`config.mk`:
```
export PLATFORM = sky130hd
export DESIGN_NAME = sll_ctrl
export DESIGN_NICKNAME = d
export VERILOG_FILES = /design/src/rtl/sll_pkg.sv /design/src/rtl/sll_ctrl.sv
export SDC_FILE = /design/constraint.sdc
export NUM_CORES = 1
export LEC_CHECK = 0
export BUFFER_PORTS_ARGS = -buffer_cell sky130_fd_sc_hd__buf_4
export CORE_AREA = 10 10 47 49
export CTS_CLUSTER_DIAMETER = 100
export CTS_CLUSTER_SIZE = 25
export DETAILED_ROUTE_END_ITERATION = 12
export DIE_AREA = 0 0 57 59
export PLACE_DENSITY = 0.73
export SLEW_MARGIN = 15
export SYNTH_ARGS = -nofsm -noshare
export SYNTH_HDL_FRONTEND = slang
export SYNTH_SLANG_ARGS = --single-unit
```
`constraint.sdc`:
```
create_clock -name clk -period 1.86 [get_ports clk]
set_input_delay 0.093 -clock clk [delete_from_list [all_inputs] [get_ports clk]]
set_output_delay 0.093 -clock clk [all_outputs]
set_load 0.05 [all_outputs]
```
`src/rtl/sll_pkg.sv`:
```
`timescale 1ns / 1ps

package sll_pkg;

  localparam int NODE_SLOTS = 128;
  localparam int IDX_W      = $clog2(NODE_SLOTS);
  localparam int DATA_W     = 32;
  localparam int OUT_IDX_W  = 7;

  typedef logic [IDX_W-1:0] idx_t;

  typedef enum logic [1:0] {
    ST_DONE      = 2'd0,
    ST_FULL      = 2'd1,
    ST_NOT_FOUND = 2'd2
  } status_t;

  typedef enum logic [1:0] {
    RD_FREE = 2'd0,
    RD_USED = 2'd1,
    RD_NEXT = 2'd2
  } rd_src_t;

  typedef struct packed {
    logic    clr_wr;
    logic    load;
    logic    rd_en;
    rd_src_t rd_src;
    logic    walk_init;
    logic    walk_adv;
    logic    ins_commit;
    logic    unlink;
    logic    free_node;
    logic    emit;
    status_t emit_st;
  } sll_cmd_t;

  typedef struct packed {
    logic clr_last;
    logic free_empty;
    logic used_empty;
    logic match;
    logic next_zero;
  } sll_stat_t;

  function automatic logic [OUT_IDX_W-1:0] to_out(input idx_t x);
    logic [31:0] t;
    t = 32'(x);
    return t[OUT_IDX_W-1:0];
  endfunction

endpackage

```
`src/rtl/sll_ctrl.sv`:
```
`timescale 1ns / 1ps

module sll_ctrl (
  input  logic              clk,
  input  logic              rst_n,
  input  logic              start,
  input  logic              in_op,
  input  sll_pkg::sll_stat_t stat,
  output sll_pkg::sll_cmd_t  cmd,
  output logic              busy
);
  import sll_pkg::*;

  typedef enum logic [7:0] {
    S_CLEAR      = 8'b0000_0001,
    S_IDLE       = 8'b0000_0010,
    S_INS_RD     = 8'b0000_0100,
    S_INS_WR     = 8'b0000_1000,
    S_DEL_RD     = 8'b0001_0000,
    S_DEL_CMP    = 8'b0010_0000,
    S_DEL_UNLINK = 8'b0100_0000,
    S_DEL_FREE   = 8'b1000_0000
  } state_t;

  state_t state_r, state_nxt;

  always_ff @(posedge clk) begin
    if (!rst_n) begin
      state_r <= S_CLEAR;
    end else begin
      state_r <= state_nxt;
    end
  end

  always_comb begin
    state_nxt = state_r;
    cmd       = '0;
    cmd.rd_src  = RD_FREE;
    cmd.emit_st = ST_DONE;
    case (state_r)
      S_CLEAR: begin
        cmd.clr_wr = 1'b1;
        if (stat.clr_last) state_nxt = S_IDLE;
      end
      S_IDLE: begin
        if (start) begin
          cmd.load = 1'b1;
          if (!in_op) begin
            state_nxt = S_INS_RD;
          end else begin
            cmd.walk_init = 1'b1;
            state_nxt     = S_DEL_RD;
          end
        end
      end
      S_INS_RD: begin
        if (stat.free_empty) begin
          cmd.emit    = 1'b1;
          cmd.emit_st = ST_FULL;
          state_nxt   = S_IDLE;
        end else begin
          cmd.rd_en  = 1'b1;
          cmd.rd_src = RD_FREE;
          state_nxt  = S_INS_WR;
        end
      end
      S_INS_WR: begin
        cmd.ins_commit = 1'b1;
        cmd.emit       = 1'b1;
        cmd.emit_st    = ST_DONE;
        state_nxt      = S_IDLE;
      end
      S_DEL_RD: begin
        if (stat.used_empty) begin
          cmd.emit    = 1'b1;
          cmd.emit_st = ST_NOT_FOUND;
          state_nxt   = S_IDLE;
        end else begin
          cmd.rd_en  = 1'b1;
          cmd.rd_src = RD_USED;
          state_nxt  = S_DEL_CMP;
        end
      end
      S_DEL_CMP: begin
        if (stat.match) begin
          state_nxt = S_DEL_UNLINK;
        end else if (stat.next_zero) begin
          cmd.emit    = 1'b1;
          cmd.emit_st = ST_NOT_FOUND;
          state_nxt   = S_IDLE;
        end else begin
          cmd.rd_en    = 1'b1;
          cmd.rd_src   = RD_NEXT;
          cmd.walk_adv = 1'b1;
        end
      end
      S_DEL_UNLINK: begin
        cmd.unlink = 1'b1;
        state_nxt  = S_DEL_FREE;
      end
      S_DEL_FREE: begin
        cmd.free_node = 1'b1;
        cmd.emit      = 1'b1;
        cmd.emit_st   = ST_DONE;
        state_nxt     = S_IDLE;
      end
      default: begin
        state_nxt = S_CLEAR;
      end
    endcase
  end

  assign busy = (state_r != S_IDLE);

endmodule

```
==> results <==
- The flow ran to the end, but the final reports show violations.
- The checks that failed: negative setup slack.
- The average instance area after synthesis is 7.639 sq um.
- The worst hold slack after final layout is 0.01644 ns.
- For this run, asynchronously set or reset flops after synthesis account for 0%.
- CTS placed an instance of sky130_fd_sc_hd__clkbuf_4 at the clock tree root.
- The routed design uses 1010 um of met2 wire.
- The first-pass iteration count of the detailed router is 4.
- The count of standard-cell rows is 14.
- After synthesis, flip-flops and latches occupy between 20 and 30% of the total area.
- The largest registers in the layout are state_r x8.
- For this configuration, the core starts out at a cell density of 41.43%.
- The sort of element at the start of the critical path is a flop.
- The total instance count after detailed placement is 118.
- For this block, the routed nets add up to 1912 um of wire.
- The post-route netlist has 53.70% of its cells at a drive strength greater than 1.
- The category of the worst setup path capture point is an output port.
- The first-pass GRT wire length is about 2900 um.
- For this design, the sink count on the clock tree is 8.
- Synthesis instantiated 33 different standard cells from the library.
- The proportion of netlist area held by the largest area contributor is 27.59%.
- The area growth from synthesis to layout is 68.53%.
- The time the final worst path needs with I/O delays and setup is 1.932 ns.
- The synthesized design contains 8 register bits.
- Dividing the detail-routed wire length by the instance count gives about 15 um.
- In this run the remaining antenna-violating nets after routing total 0.
- Summing over every cut layer, the via total after detailed routing is 719.
- The count of buffers added on input and output ports is 22.
- The worst IR drop on VDD is roughly 0.44 mV.
- The actual transition at the worst max-transition pin is 0.3236 ns.
- The initial antenna violation count is 0.
- The total number of H-tree levels is 1.
- The detail-routed via count per cell is 5.798.
- The post-route clock skew is 0.008375 ns.
- The largest driver fanout on the critical path is 4.
- The die height is 59 um.
- The post-synth net total is 85.
- The post-layout instance area is 978.4 sq um.
- Among cell families on the critical path, the largest total delay comes from simple AND/OR/NAND/NOR gates.
- The number of buffers between clock root and the deepest sink is 2.
- By area the synthesized netlist is led by sky130_fd_sc_hd__dfxtp_1 (28%), sky130_fd_sc_hd__nor3_1 (7.8%), sky130_fd_sc_hd__nor2_1 (4.5%), sky130_fd_sc_hd__nor2b_1 (4.3%), sky130_fd_sc_hd__o21ai_0 (4.3%).
- The path class of the tightest hold or removal check is in -> reg.
- The clock latency at the later pin of the worst-skew pair is 0.26 ns.
- After detailed placement, the total cell area comes to 850.8 sq um.
- Counting flops with a built-in enable in the synthesized netlist gives 0.
- The amount of wire on met3 after detailed routing is between 100 and 150 um.
- In this run the power density over the cells is 587.0 nW/um^2.
- Traced cell by cell, the critical path runs through or2_4 > or2_1 > or3_4 > nor3b_4 > buf_6.
- Across the run, the number of max-cap violations was 0.
- The area of the die is about 3400 sq um.
- The hold violation count in the final report is 0.
- Entering global routing, the biggest net connects 9 pins.
- The number of inserted diodes is 0.
- The clock transition time at the flip-flop clock pins of the worst setup and hold paths is 0.05 ns.
- Global routing consumed, over all layers together, 10.24% of the routing resources.
- The post-route fraction of the period consumed by the critical path is 103.9%.
- TritonCTS built the clock tree.
- Once detailed placement completed, the half-perimeter wirelength came to between 1000 and 1500 um.
- The number of I/O pins is 23.
- The number of flip-flops in the largest register is 8.
- The critical path required time is 1.77 ns.
- The leading area contributor after synthesis is sky130_fd_sc_hd__dfxtp_1.
- The number of design-rule violations left by the first detailed-router iteration is 21.
- Routability-driven placement finished with a final weighted congestion of 0.8781.
- The most common cell in the synthesized netlist is sky130_fd_sc_hd__nor3_1.
- The net count of the finished layout is approximately 120.
- The remaining routing DRC violations is 0.
- For the worst setup path, the data arrival time is 1.84 ns.
- The relative slew slack is between 70 and 80%.
- The number of global-route vias before repair is 654.
- The aggregate global routing overflow is 0.
- The peak per-stage delay on the critical path is 0.36 ns.
- Together, buffers and inverters on the worst path number 1.
- The total routed wire length on the met1 layer is 784 um.
- The number of hold buffers added after CTS was 0.
- The max-slew violation count is 0.
- The highest metal layer with signal wires is met3.
- The count of final setup violators is 5.
- The TritonCTS buffer count is 3.
- Ranked by flip-flop count, first place goes to state_r.
- Static timing analysis puts the maximum clock frequency at 517.7 MHz.
- The width of the chip is ~57 um.
- Among all flip-flop cells after synthesis, the most frequent one is sky130_fd_sc_hd__dfxtp_1.
- The worst setup path is of the reg -> out kind.
- The area of the core is 1401 sq um.
- By count the netlist is led by sky130_fd_sc_hd__nor3_1 (9), sky130_fd_sc_hd__dfxtp_1 (8), sky130_fd_sc_hd__nor2_1 (7), sky130_fd_sc_hd__o21ai_0 (5), sky130_fd_sc_hd__nor2b_1 (4).
- The count of yosys warnings during synthesis is 0.
- Summed over all cells, the static leakage comes to 0.4133 nW.
- Excluding fillers, the count of instances in the completed layout stands at 124.
- Setup slack on the critical path of the routed design comes to -0.07166 ns.
- The cell area after technology mapping is a little under 600 sq um.
- The total power of the final layout is roughly 570 uW.
- The cell count after synthesis came out at 76.
- The cell with the largest stage delay on the worst path is sky130_fd_sc_hd__or3_4.
- Setup repair after global routing could not meet its margin everywhere.
- The setup check on the worst reg-to-reg path leaves a slack of 0.20 ns.
==> worst paths after layout <==
| path | depth (start not counted) | to | from |
|---|---|---|---|
| setup reg to reg | 6 | state_r[1] | state_r[6] |
| hold / removal | 2 | state_r[3] | stat[3] |
| hold reg to reg | 3 | state_r[0] | state_r[3] |
| setup / recovery | 5 | cmd[4] | state_r[4] |
==> routing by layer <==
layer  up-vias  track usage, %
met3         0           4.292
met2        26           19.38
met5         -               0
li1        345               -
met1       348           10.94
met4         0               0
==> metrics by stage <==
stage / setup slack [ns] / TNS [ns] / utilization, %
floorplan: -0.2114 / -0.5439 / -
global placement: 0.07811 / 0 / 60.71
detailed placement: 0.04626 / 0 / 60.71
CTS: -0.08451 / -0.2217 / 67.41
global route: -0.1487 / -0.6483 / 69.82
finish: -0.07166 / -0.2196 / 69.82
==> power breakdown <==
part	total [mW]	internal (mW)	switching (mW)
sequential	0.202	0.183	0.0196
combinational	0.235	0.0983	0.136
clock	0.137	0.0741	0.0630
==> final cells by class <==
type	count	area, sq um
Sequential cell	8	167.7
Multi-Input combinational cell	63	494.2
Inverter	3	11.26
Fill cell	115	422.9
Tap cell	16	20.02
Timing Repair Buffer	31	262.8
Clock buffer	3	22.52
==> cells by family after synthesis <==
family	Yosys count	synth area share [%]
AO/OA/AOI/OAI	13	14.87
XOR/XNOR	1	1.509
buffers and inverters	5	4.740
flip-flops	8	27.59
AND/OR/NAND/NOR	49	51.29
==> layout by cell type, fill, tap and decap left out, types with 2 or more instances in the layout <==
master	instances
sky130_fd_sc_hd__a211oi_1	2
sky130_fd_sc_hd__and2_1	2
sky130_fd_sc_hd__and3_1	2
sky130_fd_sc_hd__buf_4	24
sky130_fd_sc_hd__buf_6	6
sky130_fd_sc_hd__clkbuf_4	3
sky130_fd_sc_hd__dfxtp_1	4
sky130_fd_sc_hd__dfxtp_2	3
sky130_fd_sc_hd__inv_1	3
sky130_fd_sc_hd__nand2_1	3
sky130_fd_sc_hd__nor2_1	6
sky130_fd_sc_hd__nor2b_1	3
sky130_fd_sc_hd__nor3_1	3
sky130_fd_sc_hd__nor3_2	3
sky130_fd_sc_hd__nor3_4	3
sky130_fd_sc_hd__nor3b_1	3
sky130_fd_sc_hd__o21ai_0	3
sky130_fd_sc_hd__or2_1	2
sky130_fd_sc_hd__or2_4	3
sky130_fd_sc_hd__or2b_1	2
==> timing repair <==
action	4_1_cts	5_1_grt
gates resized for setup	16	5
setup endpoints to repair	12	10
pin swaps	2	2
buffers inserted	2	1
(Power assumes the default switching activity.)
